### config.mk
export PLATFORM = sky130hd
export DESIGN_NAME = tap_dance_key_sequencer_core
export DESIGN_NICKNAME = d
export VERILOG_FILES = /design/src/hw/rtl/tdk_pkg.sv /design/src/hw/rtl/tap_dance_key_sequencer_core.sv /design/src/hw/rtl/tdk_ram.sv
export VERILOG_INCLUDE_DIRS = /design/src /design/src/hw/rtl
export SDC_FILE = /design/constraint.sdc
export NUM_CORES = 1
export LEC_CHECK = 0
export BUFFER_PORTS_ARGS = -buffer_cell sky130_fd_sc_hd__buf_2
export CORE_MARGIN = 2
export CORE_UTILIZATION = 54
export CTS_BUF_LIST = sky130_fd_sc_hd__clkbuf_2 sky130_fd_sc_hd__clkbuf_4 sky130_fd_sc_hd__clkbuf_8
export DETAILED_ROUTE_END_ITERATION = 12
export PLACE_DENSITY = 0.74
export SLEW_MARGIN = 15
export SYNTH_ARGS = -nofsm -noshare
export SYNTH_HDL_FRONTEND = slang
export SYNTH_SLANG_ARGS = --single-unit
### constraint.sdc
create_clock -name clock -period 4.1 [get_ports clock]
set_clock_uncertainty 0.2 [all_clocks]
set_input_delay 0.82 -clock clock [delete_from_list [all_inputs] [get_ports clock]]
set_output_delay 0.82 -clock clock [all_outputs]
set_load 0.02 [all_outputs]
### src/hw/rtl/tap_dance_key_sequencer_core_assert.svh
// Assertion macros for the tap-dance key sequencer core.
// Depends on a clock named clock and an active-high reset named reset in scope.
`ifndef TAP_DANCE_KEY_SEQUENCER_CORE_ASSERT_SVH
`define TAP_DANCE_KEY_SEQUENCER_CORE_ASSERT_SVH

// Implication that must hold at every edge out of reset.
`define TDK_ASSERT_ALWAYS(lbl, prop, msg) \
   lbl: assert property (@(posedge clock) disable iff (reset) prop) else $error(msg);

// Condition that must hold in the same cycle whenever the guard holds.
`define TDK_ASSERT_WHEN(lbl, guard, cond, msg) \
   lbl: assert property (@(posedge clock) disable iff (reset) (guard) |-> (cond)) else $error(msg);

`endif

### src/hw/rtl/tdk_pkg.sv
// Types and constants for the tap-dance key sequencer.
// No dependencies.
`default_nettype none
package tdk_pkg;

   localparam logic [15:0] TIMEOUT_RESET = 16'd200;
   localparam logic [7:0]  TAPS_MAX      = 8'd255;

   localparam logic [1:0] KIND_PASS   = 2'd0;
   localparam logic [1:0] KIND_REPLAY = 2'd1;
   localparam logic [1:0] KIND_ACTION = 2'd2;

   localparam logic [1:0] ACT_TAP       = 2'd0;
   localparam logic [1:0] ACT_INTERRUPT = 2'd1;
   localparam logic [1:0] ACT_TIMEOUT   = 2'd2;
   localparam logic [1:0] ACT_HOLD      = 2'd3;

   typedef struct packed {
      logic [7:0]  addr;
      logic        pressed;
      logic [15:0] stamp;
   } entry_type;

   typedef enum logic [2:0] {
      S_IDLE,
      S_DECODE,
      S_PRE,
      S_FLUSH,
      S_POST
   } state_type;

   typedef enum logic [1:0] {
      POST_NONE,
      POST_PASS,
      POST_TAP
   } post_type;

endpackage
`default_nettype wire

### src/hw/rtl/tap_dance_key_sequencer_core.sv
// Tap-dance key sequencer: one item at a time, request captured then decoded.
// The request is captured, then decoded; results leave through the output register, one per cycle while not stalled.
// The flush walk reads one queue memory entry per cycle unless a replayed entry meets a stalled output;
// a new request is taken only once the item is done and the core is back in idle.
// Reset (synchronous, active high) empties the queue, clears taps and index, timeout 200.
// Depends on tdk_pkg, tdk_ram and tap_dance_key_sequencer_core_assert.svh.
`default_nettype none
module tap_dance_key_sequencer_core #(
   parameter int QUEUE_DEPTH = 16
) (
   input  wire logic        clock,
   input  wire logic        reset,
   input  wire logic        req_valid,
   output logic             req_stall,
   input  wire logic        req_kind,
   input  wire logic [7:0]  req_key_addr,
   input  wire logic        req_pressed,
   input  wire logic        req_injected,
   input  wire logic        req_is_tapdance,
   input  wire logic [7:0]  req_td_index,
   input  wire logic [15:0] req_now,
   output logic             rsp_valid,
   input  wire logic        rsp_stall,
   output logic [1:0]       rsp_out_kind,
   output logic [7:0]       rsp_out_addr,
   output logic             rsp_out_pressed,
   output logic [15:0]      rsp_out_time,
   output logic [1:0]       rsp_action,
   output logic [7:0]       rsp_action_index,
   output logic [7:0]       rsp_tap_count,
   output logic             rsp_last,
   input  wire logic        csr_wr_en,
   input  wire logic [15:0] csr_wr_data
);
   import tdk_pkg::*;

   localparam int QW = $clog2(QUEUE_DEPTH + 1);
   localparam int IW = $clog2(QUEUE_DEPTH);
   localparam int EW = $bits(entry_type);

   // control state
   state_type   state_ff, state_in;
   logic [QW-1:0] qlen_ff, qlen_in;
   logic [QW-1:0] idx_ff, idx_in;
   logic [7:0]  taps_ff, taps_in;
   logic [7:0]  seq_idx_ff, seq_idx_in;
   logic [15:0] timeout_ff;
   logic        rel_seen_ff, rel_seen_in;
   logic        rsp_valid_ff, rsp_valid_in;

   // plan for the item in flight
   logic        pre_ff, pre_in;
   logic [1:0]  pre_code_ff, pre_code_in;
   logic        skip_ff, skip_in;
   logic        clr_ff, clr_in;
   logic        newseq_ff, newseq_in;
   post_type    post_ff, post_in;

   // captured item and sequence head
   logic        evt_kind_ff, evt_pressed_ff, evt_injected_ff, evt_is_td_ff;
   logic [7:0]  evt_addr_ff, evt_td_ff;
   logic [15:0] evt_now_ff;
   logic [7:0]  head_addr_ff, head_addr_in;
   logic [15:0] head_time_ff, head_time_in;

   // output register payload
   logic [1:0]  o_kind_ff, o_kind_in;
   logic [7:0]  o_addr_ff, o_addr_in;
   logic        o_pressed_ff, o_pressed_in;
   logic [15:0] o_time_ff, o_time_in;
   logic [1:0]  o_act_ff, o_act_in;
   logic [7:0]  o_idx_ff, o_idx_in;
   logic [7:0]  o_cnt_ff, o_cnt_in;
   logic        o_last_ff, o_last_in;
   logic        load;

   // queue memory
   logic          ram_we;
   logic [IW-1:0] ram_wa;
   entry_type     ram_wd;
   logic [EW-1:0] ram_rd;
   entry_type     ent;

   logic        accept, out_free, skip_hit, consume, flush_end;
   logic [15:0] elapsed;
   logic [7:0]  taps_sat;

   tdk_ram #(.WIDTH(EW), .DEPTH(QUEUE_DEPTH)) u_queue (
      .clock   (clock),
      .wr_en   (ram_we),
      .wr_addr (ram_wa),
      .wr_data (ram_wd),
      .rd_addr (idx_in[IW-1:0]),
      .rd_data (ram_rd)
   );

   assign ent       = entry_type'(ram_rd);
   assign req_stall = (state_ff != S_IDLE);
   assign accept    = req_valid && !req_stall;
   assign out_free  = !rsp_valid_ff || !rsp_stall;
   assign elapsed   = evt_now_ff - head_time_ff;
   assign taps_sat  = (taps_ff == TAPS_MAX) ? taps_ff : taps_ff + 8'd1;
   assign skip_hit  = skip_ff && (ent.addr == evt_addr_ff);
   assign consume   = skip_hit || out_free;
   assign flush_end = (QW'(idx_ff + QW'(1)) == qlen_ff);

   always_comb begin
      state_in     = state_ff;
      qlen_in      = qlen_ff;
      idx_in       = '0;
      taps_in      = taps_ff;
      seq_idx_in   = seq_idx_ff;
      rel_seen_in  = rel_seen_ff;
      pre_in       = pre_ff;
      pre_code_in  = pre_code_ff;
      skip_in      = skip_ff;
      clr_in       = clr_ff;
      newseq_in    = newseq_ff;
      post_in      = post_ff;
      head_addr_in = head_addr_ff;
      head_time_in = head_time_ff;
      ram_we       = 1'b0;
      ram_wa       = qlen_ff[IW-1:0];
      ram_wd       = '{addr: evt_addr_ff, pressed: evt_pressed_ff, stamp: evt_now_ff};
      load         = 1'b0;
      o_kind_in    = KIND_PASS;
      o_addr_in    = evt_addr_ff;
      o_pressed_in = evt_pressed_ff;
      o_time_in    = '0;
      o_act_in     = ACT_TAP;
      o_idx_in     = '0;
      o_cnt_in     = '0;
      o_last_in    = 1'b1;

      unique case (state_ff)
         S_IDLE: begin
            if (accept) begin
               state_in = S_DECODE;
            end
         end
         S_DECODE: begin
            pre_in      = 1'b0;
            pre_code_in = ACT_TAP;
            skip_in     = 1'b0;
            clr_in      = 1'b0;
            newseq_in   = 1'b0;
            post_in     = POST_NONE;
            if (evt_kind_ff) begin
               // tick: fire hold or timeout once the head entry is old enough
               if (qlen_ff != '0 && elapsed > timeout_ff) begin
                  pre_in      = 1'b1;
                  pre_code_in = rel_seen_ff ? ACT_TIMEOUT : ACT_HOLD;
                  clr_in      = 1'b1;
               end
            end else if (evt_injected_ff) begin
               post_in = POST_PASS;
            end else if (!evt_pressed_ff) begin
               if (qlen_ff == '0 || qlen_ff >= QW'(QUEUE_DEPTH)) begin
                  post_in = POST_PASS;
               end else begin
                  // hold the release back in the queue
                  ram_we  = 1'b1;
                  qlen_in = QW'(qlen_ff + QW'(1));
                  if (evt_addr_ff == head_addr_ff) begin
                     rel_seen_in = 1'b1;
                  end
               end
            end else if (qlen_ff == '0 && !evt_is_td_ff) begin
               post_in = POST_PASS;
            end else if (qlen_ff != '0 && evt_addr_ff != head_addr_ff) begin
               // another key interrupts the sequence
               pre_in      = 1'b1;
               pre_code_in = ACT_INTERRUPT;
               clr_in      = 1'b1;
               newseq_in   = 1'b1;
               post_in     = evt_is_td_ff ? POST_TAP : POST_PASS;
            end else begin
               // first or repeated press of the sequence key
               skip_in   = 1'b1;
               newseq_in = (qlen_ff == '0);
               post_in   = POST_TAP;
            end
            if (pre_in) begin
               state_in = S_PRE;
            end else if (post_in == POST_TAP && qlen_ff != '0) begin
               state_in = S_FLUSH;
            end else if (post_in != POST_NONE) begin
               state_in = S_POST;
            end else begin
               state_in = S_IDLE;
            end
         end
         S_PRE: begin
            o_kind_in    = KIND_ACTION;
            o_addr_in    = head_addr_ff;
            o_pressed_in = 1'b0;
            o_act_in     = pre_code_ff;
            o_idx_in     = seq_idx_ff;
            o_cnt_in     = taps_ff;
            o_last_in    = 1'b0;
            if (out_free) begin
               load     = 1'b1;
               state_in = S_FLUSH;
            end
         end
         S_FLUSH: begin
            // replay one queued entry per cycle, drop those of the sequence key; kept ones wait out a stall
            o_kind_in    = KIND_REPLAY;
            o_addr_in    = ent.addr;
            o_pressed_in = ent.pressed;
            o_time_in    = ent.stamp;
            o_last_in    = flush_end && (post_ff == POST_NONE);
            idx_in       = idx_ff;
            if (consume) begin
               load   = !skip_hit;
               idx_in = QW'(idx_ff + QW'(1));
               if (flush_end) begin
                  idx_in  = '0;
                  qlen_in = '0;
                  if (clr_ff) begin
                     taps_in = '0;
                  end
                  state_in = (post_ff == POST_NONE) ? S_IDLE : S_POST;
               end
            end
         end
         S_POST: begin
            if (post_ff == POST_TAP) begin
               o_kind_in    = KIND_ACTION;
               o_pressed_in = 1'b0;
               o_act_in     = ACT_TAP;
               o_idx_in     = newseq_ff ? evt_td_ff : seq_idx_ff;
               o_cnt_in     = taps_sat;
            end
            if (out_free) begin
               load     = 1'b1;
               state_in = S_IDLE;
               if (post_ff == POST_TAP) begin
                  // open or restart the sequence with this press at the head
                  ram_we       = 1'b1;
                  ram_wa       = '0;
                  qlen_in      = QW'(1);
                  taps_in      = taps_sat;
                  seq_idx_in   = o_idx_in;
                  head_addr_in = evt_addr_ff;
                  head_time_in = evt_now_ff;
                  rel_seen_in  = 1'b0;
               end
            end
         end
         default: begin
            state_in = S_IDLE;
         end
      endcase
   end

   assign rsp_valid_in = load ? 1'b1 : (rsp_stall ? rsp_valid_ff : 1'b0);

   always_ff @(posedge clock) begin
      if (reset) begin
         state_ff     <= S_IDLE;
         qlen_ff      <= '0;
         idx_ff       <= '0;
         taps_ff      <= '0;
         seq_idx_ff   <= '0;
         timeout_ff   <= TIMEOUT_RESET;
         rel_seen_ff  <= 1'b0;
         rsp_valid_ff <= 1'b0;
      end else begin
         state_ff     <= state_in;
         qlen_ff      <= qlen_in;
         idx_ff       <= idx_in;
         taps_ff      <= taps_in;
         seq_idx_ff   <= seq_idx_in;
         rel_seen_ff  <= rel_seen_in;
         rsp_valid_ff <= rsp_valid_in;
         if (csr_wr_en) begin
            timeout_ff <= csr_wr_data;
         end
      end
   end

   always_ff @(posedge clock) begin
      pre_ff       <= pre_in;
      pre_code_ff  <= pre_code_in;
      skip_ff      <= skip_in;
      clr_ff       <= clr_in;
      newseq_ff    <= newseq_in;
      post_ff      <= post_in;
      head_addr_ff <= head_addr_in;
      head_time_ff <= head_time_in;
      if (accept) begin
         evt_kind_ff     <= req_kind;
         evt_addr_ff     <= req_key_addr;
         evt_pressed_ff  <= req_pressed;
         evt_injected_ff <= req_injected;
         evt_is_td_ff    <= req_is_tapdance;
         evt_td_ff       <= req_td_index;
         evt_now_ff      <= req_now;
      end
      if (load) begin
         o_kind_ff    <= o_kind_in;
         o_addr_ff    <= o_addr_in;
         o_pressed_ff <= o_pressed_in;
         o_time_ff    <= o_time_in;
         o_act_ff     <= o_act_in;
         o_idx_ff     <= o_idx_in;
         o_cnt_ff     <= o_cnt_in;
         o_last_ff    <= o_last_in;
      end
   end

   assign rsp_valid        = rsp_valid_ff;
   assign rsp_out_kind     = o_kind_ff;
   assign rsp_out_addr     = o_addr_ff;
   assign rsp_out_pressed  = o_pressed_ff;
   assign rsp_out_time     = o_time_ff;
   assign rsp_action       = o_act_ff;
   assign rsp_action_index = o_idx_ff;
   assign rsp_tap_count    = o_cnt_ff;
   assign rsp_last         = o_last_ff;

`include "tap_dance_key_sequencer_core_assert.svh"

   `TDK_ASSERT_ALWAYS(a_qlen_bound, (qlen_ff <= QW'(QUEUE_DEPTH)), "queue length beyond depth")
   `TDK_ASSERT_WHEN(a_flush_nonempty, state_ff == S_FLUSH, idx_ff < qlen_ff, "flush index out of queue")
   `TDK_ASSERT_WHEN(a_taps_live, state_ff == S_IDLE && qlen_ff != '0, taps_ff != '0, "queued sequence with no taps")

endmodule
`default_nettype wire

### src/hw/rtl/tdk_ram.sv
// Generic single-write, single-read RAM with registered read data.
// No dependencies.
`default_nettype none
module tdk_ram #(
   parameter int WIDTH = 25,
   parameter int DEPTH = 16
) (
   input  wire logic                     clock,
   input  wire logic                     wr_en,
   input  wire logic [$clog2(DEPTH)-1:0] wr_addr,
   input  wire logic [WIDTH-1:0]         wr_data,
   input  wire logic [$clog2(DEPTH)-1:0] rd_addr,
   output logic      [WIDTH-1:0]         rd_data
);

   logic [WIDTH-1:0] mem [DEPTH];

   always_ff @(posedge clock) begin
      if (wr_en) begin
         mem[wr_addr] <= wr_data;
      end
      rd_data <= mem[rd_addr];
   end

endmodule
`default_nettype wire
Word-level counts from Yosys, hierarchy flattened
Memories as Yosys holds them, arrays and structs flattened. A register that Yosys moved wholly into a read port is not among the register bits.
Cells that the tools add are included.
Widths: inputs -> output; s select.
{ "word_totals": {"ff_bits": 160, "mem_bits_rw": 400, "in_bits": 57, "out_inout_bits": 48, "word_cells": 185, "mem_count": 1} }
{ "memory_table": {"columns": ["memory", "words", "width", "rd", "rd_clocked_by_memory_dff", "write_ports", "line", "rtl"], "rows": [
  ["u_queue.mem", 16, 25, 1, 1, 1, "tdk_ram.sv:16", "logic [WIDTH-1:0] mem [DEPTH];"]
]} }
{ "op_classes": {"addsub": 4, "magnitude_cmp": 2, "eq_ne": 24, "muxes": 89, "bitwise_logic": 2, "reduce_logical": 32} }
{ "op_table": {"columns": ["op", "n"], "rows": [
  ["$mux 8", 9],
  ["$pmux 8 s2", 4],
  ["$mux 5", 9],
  ["$mux 1", 35],
  ["$mux 3", 9],
  ["$ne 2x2->1 const B", 12],
  ["$mux 2", 10],
  ["$mux 4", 5],
  ["$eq 8x8->1", 2],
  ["$gt 16x16->1", 1],
  ["$sub 16x16->16", 1],
  ["$pmux 3 s5", 1],
  ["$pmux 5 s3", 1],
  ["$add 5x1->5 const B", 2],
  ["$reduce_and 9->1", 1],
  ["$add 8x1->8 const B", 1],
  ["$eq 8x8->1 const B", 1],
  ["$ne 8x8->1", 1],
  ["$pmux 1 s2", 4],
  ["$reduce_and 8->1", 1],
  ["$logic_and 1x1->1", 7],
  ["$eq 3x2->1 const B", 2],
  ["$pmux 2 s3", 1],
  ["$reduce_and 6->1", 1],
  ["20 further kinds", 32]
]} }

Depth between registers and ports, before layout
Gate-level depths: netlist of run 1.
{ "depth": {"word_depth": 13, "depth_mapped": 19, "mapped_depth_nobuf": 19} }

Modules after synthesis
From an unflattened synthesis of run 1, not the netlist that was laid out.
{ "hier_totals": {"cells_unflattened": 1340, "area_unflattened_um2": 23088.4} }
{ "modules_own_cells": {"columns": ["mod", "n_inst", "cells_each", "area_per_inst_um2", "seq_area_each_um2"], "rows": [
  ["tdk_ram", 1, 660, 15551.2, 12512.0],
  ["tap_dance_key_sequencer_core", 1, 680, 7537.2, 4334.2]
]} }

Worst setup path after synthesis of run 1
No wires, ideal clock.
{ "synth_path": {"path_kind": "input -> register", "start": "in rsp_stall", "end": "mem u_queue.mem[11][0] (enable)", "setup_ns": 0.438, "arrival_ns": 3.717, "required_time_ns": 3.462, "path_slack_ns": -0.255, "cell_stages": 4, "path_buffers": 0, "cell_sequence": "nand2_1 nand2_1 clkinv_1 nor3_1"} }
{ "synth_between": {"elab_chain_len": 6, "elab_cells_between_ends": 8, "cone_classes": "6 x mux; 2 x reduce/logical"} }
{ "synth_lines": {"columns": ["item", "line", "rtl"], "rows": [
  ["from (decl)", "tap_dance_key_sequencer_core.sv:23", "input wire logic rsp_stall,"],
  ["$logic_not 1->1 (*)", "tap_dance_key_sequencer_core.sv:100", "assign out_free = !rsp_valid_ff || !rsp_stall;"],
  ["$logic_or 1x1->1 (*)", "tap_dance_key_sequencer_core.sv:100", null],
  ["$mux 1", "tap_dance_key_sequencer_core.sv:235", "if (out_free) begin"],
  ["$pmux 1 s2", "tap_dance_key_sequencer_core.sv:135", "unique case (state_ff)"],
  ["$mux 1", "tdk_ram.sv:19", "if (wr_en) begin"],
  ["$mux 1 (implied by the code)", "tdk_ram.sv:20", "mem[wr_addr] <= wr_data;"],
  ["to (decl)", "tdk_ram.sv:16", null]
]} }
Mark *: on every way between the ends. The rest lies on a longest branch, timed or not.

Final worst setup path of run 1
{ "layout_path": {"start": "reg evt_now_ff[1]", "end": "reg state_ff[1]"} }
{ "layout_between": {"elab_chain_len": 8} }
{ "layout_lines": {"columns": ["item", "line", "rtl"], "rows": [
  ["from (decl)", "tap_dance_key_sequencer_core.sv:62", "logic [15:0] evt_now_ff;"],
  ["from (signal assigned)", "tap_dance_key_sequencer_core.sv:299", "evt_now_ff <= req_now;"],
  ["$sub 16x16->16", "tap_dance_key_sequencer_core.sv:101", "assign elapsed = evt_now_ff - head_time_ff;"],
  ["$gt 16x16->1", "tap_dance_key_sequencer_core.sv:150", "if (qlen_ff != '0 && elapsed > timeout_ff) begin"],
  ["$logic_and 1x1->1", "tap_dance_key_sequencer_core.sv:150", null],
  ["$mux 1", "tap_dance_key_sequencer_core.sv:150", null],
  ["$mux 1", "tap_dance_key_sequencer_core.sv:148", "if (evt_kind_ff) begin"],
  ["$mux 1", "tap_dance_key_sequencer_core.sv:135", null],
  ["$mux 3", "tap_dance_key_sequencer_core.sv:183", "if (pre_in) begin"],
  ["$pmux 3 s5", "tap_dance_key_sequencer_core.sv:135", null],
  ["to (signal assigned)", "tap_dance_key_sequencer_core.sv:270", "state_ff <= state_in;"],
  ["to (decl)", "tap_dance_key_sequencer_core.sv:42", "state_type state_ff, state_in;"]
]} }
No other way between the ends. The select of a mux whose other input is x is not followed.
A chain may end at the register's enable or synchronous reset.

==> results.md, run 1 <==
- Sequential area share after synthesis: 70.5%
- R2R Path End: state_ff[1]
- Post-Route Utilization: approximately 62%
- Flop pwr share: 55.1%
- Worst-path maximum fanout: 3
- Starting Density: between 50% and 60%
- CP Launch Type: flip-flop
- Top cells by count, synth: edfxtp_1, nand2_1, mux2i_1
- Period utilization: 93.6%
- Core Box Area: 43900 um^2
- Net Sw Power: around 2.6 mW
- R2R Setup Slk: 0.26 ns
- Netlist Area Pre-Place: 23900 um^2
- WL/cell: about 22 um
- Horiz. Die Dim: approximately 210 um
- Area leader, netlist: edfxtp_1
- Crit path DAT: between 4 and 5 ns
- Residual DRC: 0
- Met3 Track Usage GR: 4.84%
- Met1 global-route usage: around a third
- Reg2reg start: evt_now_ff[1]
- Top Ports: between 100 and 150
- Number of port buffers: 104
- Period minus WS final: 3.84 ns
- Syn. warnings: 0
- Post-DP HPWL: 31600 um
- CTS tree: built
- Vias in the first global route: 14500
- Die height: approximately 210 um
- GR met2 Demand/Resource: 39.1%
- Clock Pin Slew Worst Setup and Hold Paths: 0.07 ns
- Clock H-tree levels: 3
- # hold bufs at CTS: 0
- Mapped Nets: approximately 1800
- Clock Root Buffer: clkbuf_8
- Syn_area_per_cell: 14.2 um^2
- Clk Latency, worst-skew pair: 0.66 ns
- Crit. End Element: flip-flop
- Drt via density: approximately 5.8
- Final Hold Viols: 0
- Total wire length: 55600 um
- Gr busiest metal: met2
- P per Cell Area: 436 nW/um^2
- Synth area leaders: edfxtp_1, mux2i_1, dfxtp_1, nand2_1, a21oi_1
- Initial antenna violation count: 1
- Antenna viol nets, final: 0
- Clk sink count: 585
- Int Power: 9.42 mW
- Antenna cells: 0
- Max cap viols: 0
- Die Area: 45900 um^2
- TritonCTS Buffers: 87
- Static Leakage: roughly 10 nW
- Grt ovf: 0
- Worst-Margin Slew: between 1 and 1.5 ns
- Syn-to-layout area delta: 14.9%
- DR pass1 iterations: 5
- Layout cells sized above 1: 19.8%
- Dominant cell by count in the synthesized netlist: edfxtp_1
- Slew margin rel.: 26.0%
- Peak Freq: approximately 0.26 GHz
- Ys async rst share: 0%
- Post-synth EDFFs: 513
- Nets: 1957
- Longest Clk Path Bufs: 3
- All-layer global routing usage: 24.0%
- Iter 0 DRT Violations: ~1500
- Worst Hold End: evt_now_ff[0]
- Number of fill cells: 3218
- Status: finished, final reports clean
- Num rows: 77
- Largest net degree at the start of global routing: 76
- Via Count: 14700
- Main synth FF type: edfxtp_1
- Cells after synthesis: 1678
- Synth unique cells: 69
- Top cell type's share of synthesized area: about 64%
- Clock power frac: between 40% and 50%
- Hold Slack: 0.132 ns
- R2R depth: 19
- Hold depth: 1
- CP Class: reg -> reg
- Min-delay src: req_now[0]
- Final Max Slew Viols: 0
- Sw frac: 21.3%
- GPL Wtd Cong: about 0.86
- Max IR drop VDD: 0.479 mV
- Logic pwr share: 3.9%
- First-pass GRT wire length: about 83000 um
- Yosys reg bits: about 590
- Final setup fails: 0
- WP data required: approximately 4.4 ns
- HP Class: in -> reg
-- repair_timing --
item | CTS | global route
pin swaps | 2 | 9
buffers inserted | 0 | 3
resized for setup | 6 | 13
endpoints found under the setup margin | 4 | 4
-- through the flow --
stage                     worst slack (ns)  instance area (um^2)  setup TNS (ns)  power, mW  std cells
after global routing              -0.00727                 27500        -0.00758       12.4       2530
after CTS                          0.00235                 27400               0       12.0       2527
after detailed placement            -0.157                 25500          -0.326       7.18       2364
after floorplan                     0.0912                 23900               0       7.00       1678
after global placement             -0.0415                 25500         -0.0433       7.16       2364
final                                0.262                 27500               0       12.0       2530
-- state kept, by name (all words and copies together), names as in the netlist, 3 cells and up --
register and count:
evt_addr_ff 8, evt_now_ff 16, evt_td_ff 8, head_addr_ff 8
head_time_ff 16, idx_ff 5, qlen_ff 5, rsp_action_index 8
rsp_out_addr 8, rsp_out_time 16, rsp_tap_count 8, seq_idx_ff 8
state_ff 3, taps_ff 8, timeout_ff 16, u_queue.mem 400
u_queue.rd_data 25
-- cells in the final DEF (no fill, tap or decap), drive strengths merged, types with 5 or more instances in the layout --
master  Yosys  layout
a32oi      25      25
nand2b      5       5
o21ai      38      38
nand3      20      20
and2       25      25
buf        56     179
a21o        8       8
edfxtp    513     513
and3       13      13
a22o       59      59
o21a        6       6
xnor2      28      28
a31oi       7       7
nand3b      5       5
ha         35      35
o31ai       7       7
xor2       12      12
clkinv      2      29
o211ai      6       6
dfxtp      72      72
mux2i     156     156
nand2     199     199
o221ai     25      25
nand4       7       7
nor2b       5       5
inv        45      48
nor3       10      10
nor2       81      81
clkbuf     26     127
a21oi     141     141
-- layout make-up --
class / instances / area (um^2) / area share, %
well taps: 592 / 741 / 2.70
multi-input cells: 964 / 6640 / 24.2
clock buffers: 127 / 1580 / 5.75
flip-flops and latches: 585 / 16800 / 61.4
clock inverters: 36 / 268 / 0.975
repair buffers: 179 / 1200 / 4.37
inverters: 47 / 176 / 0.643
-- worst max path at each step --
stage | start | to | slack (ns) | cells after the start
6_report | evt_now_ff[1] | state_ff[1] | 0.26 | 19
5_1_grt | evt_now_ff[1] | pre_code_ff[0] | -0.007 | 17
4_1_cts | evt_now_ff[1] | pre_code_ff[0] | 0.002 | 18
3_5_place_dp | evt_now_ff[1] | pre_code_ff[0] | -0.16 | 16
3_3_place_gp | evt_now_ff[1] | pre_code_ff[0] | -0.04 | 16
2_1_floorplan | evt_now_ff[1] | pre_code_ff[0] | 0.09 | 16
-- power by group through the flow --
stage,sequential (mW),combinational (mW),clock [mW]
2_1_floorplan,6.76,0.233,0
3_3_place_gp,6.72,0.438,0
3_5_place_dp,6.72,0.454,0
4_1_cts,6.60,0.460,4.97
5_1_grt,6.60,0.521,5.23
6_report,6.60,0.472,4.90
-- worst max-delay path, stage by stage, from the launching register on --
cell	delay, ns
edfxtp_1	0.35
buf_4	0.11
buf_6	0.09
inv_1	0.05
fa_2	0.40
nor2b_1	0.15
o21a_1	0.16
o21ai_1	0.10
a21oi_2	0.21
o2111ai_2	0.17
nand3b_1	0.14
xor2_1	0.19
ha_1	0.27
a21o_1	0.16
a21o_1	0.17
a21oi_1	0.12
o21ai_0	0.09
and2_1	0.20
o31ai_1	0.25
a21oi_1	0.09
-- kinds of logic (layout without fill, tap and decap cells) --
kind of cell / after synthesis / after routing / synth area share, %
and+or+nand+nor: 391 / 391 / 7.38
buffers and inverters: 129 / 389 / 2.52
DFF: 585 / 585 / 70.5
AOI/OAI and AO/OA: 341 / 341 / 9.63
xor gates and xnor gates: 40 / 40 / 1.50
muxes: 156 / 156 / 6.54
adders and majority gates: 36 / 36 / 1.92
-- per-layer routing --
| metal | vias up | part of all wire, % |
|---|---|---|
| met2 | 618 | 49 |
| met5 | - | 0 |
| li1 | 6730 | - |
| met4 | 0 | 2.2 |
| met1 | 7280 | 41 |
| met3 | 107 | 8.2 |
(Power assumes the default switching activity.)
==> inputs of run 2 (changes only) <==
CORE_UTILIZATION = 58   (was 54)
PLACE_DENSITY = 0.79   (was 0.74)
==> run 2 against run 1 <==
Non-clock buffer count is 2 higher. Clock power hardly changed. Sequential share of layout area hardly changed. First-iteration DRC count is 1.6% lower. Die area is 6.8% lower. Flip-flop and latch count stayed put. Register-to-register slack worse by 0.08 ns. Count of clock-buffer cells in the layout is 7 higher. Via count is 1.5% higher. Combinational power hardly changed. Final area hardly changed. Critical path depth is 2 lower.
==> results.md, run 2 (synthesized netlist as in run 1, its figures left out) <==
- Clock power frac: 40.9% (about the same)
- Post-DP HPWL: 32100 um (+1.8%)
- Clock H-tree levels: 3 (unchanged)
- Initial antenna violation count: 2 (+1)
- Most common cell after layout, fill and taps aside: edfxtp_1
- Sw frac: 21.3% (about the same)
- CP Class: reg -> reg
- CP Launch Type: flip-flop
- DR pass1 iterations: 6 (+1)
- Number of port buffers: 104 (unchanged)
- Top flop regs: u_queue.mem x400, u_queue.rd_data x25
- Core Box Area: 40700 um^2 (-7.3%)
- Iter 0 DRT Violations: 1462 (-1.6%)
- Post-placement cell area: 25500 um^2 (about the same)
- Total wire length: 55700 um (+0.12%)
- First-pass GRT wire length: 84200 um (+0.93%)
- Worst slack at placement: -0.329 ns (-0.172 ns)
- Min-delay src: req_key_addr[4]
- Clock Pin Slew Worst Setup and Hold Paths: 0.06 ns (about the same)
- Status: finished, final reports clean
- Number of fill cells: 2692 (-16%)
- Max reg flops: 400 (unchanged)
- R2R depth: 17 (-2)
- Slowest CP cell: edfxtp_1
- All-layer global routing usage: 26.5% (+2.6 points)
- TritonCTS Buffers: 88 (+1.1%)
- Reg2reg start: evt_now_ff[1]
- WP data required: 4.28 ns (-0.13 ns)
- Worst-Margin Slew: 0.952 ns (-0.157 ns)
- Via Count: 15000 (+1.5%)
- CTS tree: built
- Biggest register: u_queue.mem
- Max IR drop VDD: 0.384 mV (-20%)
- Final Max Slew Viols: 0 (unchanged)
- Commonest cells after routing, fill and taps aside: edfxtp_1, nand2_1, mux2i_1
- Largest net degree at the start of global routing: 76 (unchanged)
- Peak Freq: 0.255 GHz (-2.0%)
- Period minus WS final: 3.92 ns (+0.0787 ns)
- Int Power: 9.42 mW (about the same)
- Horiz. Die Dim: 207 um (-3.4%)
- Top Ports: 105 (unchanged)
- CP Cell Sequence: ha_1, nor2b_1, o31a_1, o31ai_4, a31oi_2, and4_4, a2111oi_4, a21oi_2, xnor2_1, ha_1, nand3_2, nor2_2, a31oi_1, nand3_1, a21oi_2, nor2_2, o21ai_1
- Flop pwr share: 55.2% (about the same)
- Hold depth: 1 (unchanged)
- # hold bufs at CTS: 0 (unchanged)
- Period utilization: 95.5% (+1.9 points)
- Crit. End Element: flip-flop
- Cell area after layout: 27500 um^2 (about the same)
- HP Class: in -> reg
- CP max stage delay: 0.40 ns (about the same)
- Area of the multi-input gates: 6640 um^2 (about the same)
- Clock Root Buffer: clkbuf_8
- GPL Wtd Cong: 0.879 (+1.6%)
- Final Worst Setup Slack: 0.184 ns (-0.0787 ns)
- Static Leakage: 10.0 nW (+0.26%)
- Final Hold Viols: 0 (unchanged)
- Layout cells sized above 1: 19.6% (-0.20 points)
- Sequential Area: 16800 um^2 (unchanged)
- R2R Setup Slk: 0.18 ns (-0.08 ns)
- Worst Hold End: evt_addr_ff[4]
- Max cap viols: 0 (unchanged)
- Clk sink count: 585 (unchanged)
- Worst-path maximum fanout: 3 (unchanged)
- Slew margin rel.: 36.5% (+11 points)
- Num rows: 74 (-3.9%)
- Die Area: 42800 um^2 (-6.8%)
- Vias in the first global route: 14800 (+2.1%)
- Die height: 207 um (-3.4%)
- Crit path DAT: 4.10 ns (-0.05 ns)
- Residual DRC: 0 (unchanged)
- P per Cell Area: 436 nW/um^2 (about the same)
- R2R Path End: pre_code_ff[0]
- Logic pwr share: 4.0% (about the same)
- Nets: 1960 (+0.15%)
- Longest Clk Path Bufs: 3 (unchanged)
- Syn-to-layout area delta: 14.9% (about the same)
- Antenna viol nets, final: 0 (unchanged)
- WL/cell: 22.5 um (+2.3%)
- Starting Density: 58.6% (+4.3 points)
- Drt via density: 6.04 (+3.8%)
- Net Sw Power: 2.55 mW (-0.12%)
- Grt ovf: 0 (unchanged)
- Clk Latency, worst-skew pair: 0.66 ns (about the same)
- Final setup fails: 0 (unchanged)
==> run 2: worst max path at each step <==
stage | end | startpoint | slack (ns) | cells past startpoint
detailed placement | pre_code_ff[0] | evt_now_ff[1] | -0.33 | 16
global route | pre_code_ff[0] | evt_now_ff[1] | -0.03 | 16
global placement | pre_code_ff[0] | evt_now_ff[1] | -0.05 | 16
CTS | pre_code_ff[0] | evt_now_ff[1] | 0.03 | 16
finish | pre_code_ff[0] | evt_now_ff[1] | 0.18 | 17
floorplan | pre_code_ff[0] | evt_now_ff[1] | 0.09 | 16
==> run 2: per-layer routing <==
| layer | global-route usage (%) | vias up | routed length [um] |
|---|---|---|---|
| met5 | 0 | - | 10 |
| met4 | 10.6 | 2 | 1760 |
| met3 | 4.77 | 124 | 4140 |
| met2 | 43.1 | 671 | 27100 |
| met1 | 35.8 | 7429 | 22700 |
| li1 | - | 6735 | - |
==> run 2: area by class of cell <==
type / instances / share of cell area, %
multi-input combinational: 964 / 24.2
sequential: 585 / 61.4
clock inverter: 31 / 0.775
clock buffer: 134 / 5.94
tap: 532 / 2.42
inverter: 47 / 0.643
antenna: 1 / 0.00912
timing repair buffer: 181 / 4.65
==> run 2: stage by stage <==
step / total power [mW] / TNS, ns / instances / util [%] / hold slack, ns
6_report: 12.0 / 0 / 2475 / 67.4 / 0.137
3_5_place_dp: 7.18 / -1.03 / 2305 / 62.6 / 0.282
4_1_cts: 12.0 / 0 / 2470 / 67.2 / 0.103
3_3_place_gp: 7.15 / -0.0494 / 2305 / 62.6 / 0.275
5_1_grt: 12.3 / -0.0256 / 2475 / 67.4 / 0.110
2_1_floorplan: 7.00 / 0 / 1678 / - / 0.260
==> run 2: power groups by stage <==
stage / Sequential [mW] / Clock (mW) / Combinational, mW
6_report: 6.60 / 4.89 / 0.473
5_1_grt: 6.61 / 5.21 / 0.519
3_3_place_gp: 6.73 / 0 / 0.428
2_1_floorplan: 6.76 / 0 / 0.233
3_5_place_dp: 6.73 / 0 / 0.449
4_1_cts: 6.60 / 4.95 / 0.457
==> run 2: repair_timing <==
action / 4_1_cts / 5_1_grt
gates resized for setup: 5 / 13
setup endpoints to repair: 4 / 4
setup buffers: 0 / 4
pin swaps: 0 / 10
==> run 2: worst max-delay path: cells and delay by family, from the launching register on <==
family	cells	cell delay (ns)
and+or+nand+nor	6	0.87
xor gates and xnor gates	1	0.14
adders and majority gates	2	0.61
AOI/OAI and AO/OA	8	1.41
DFF	1	0.40
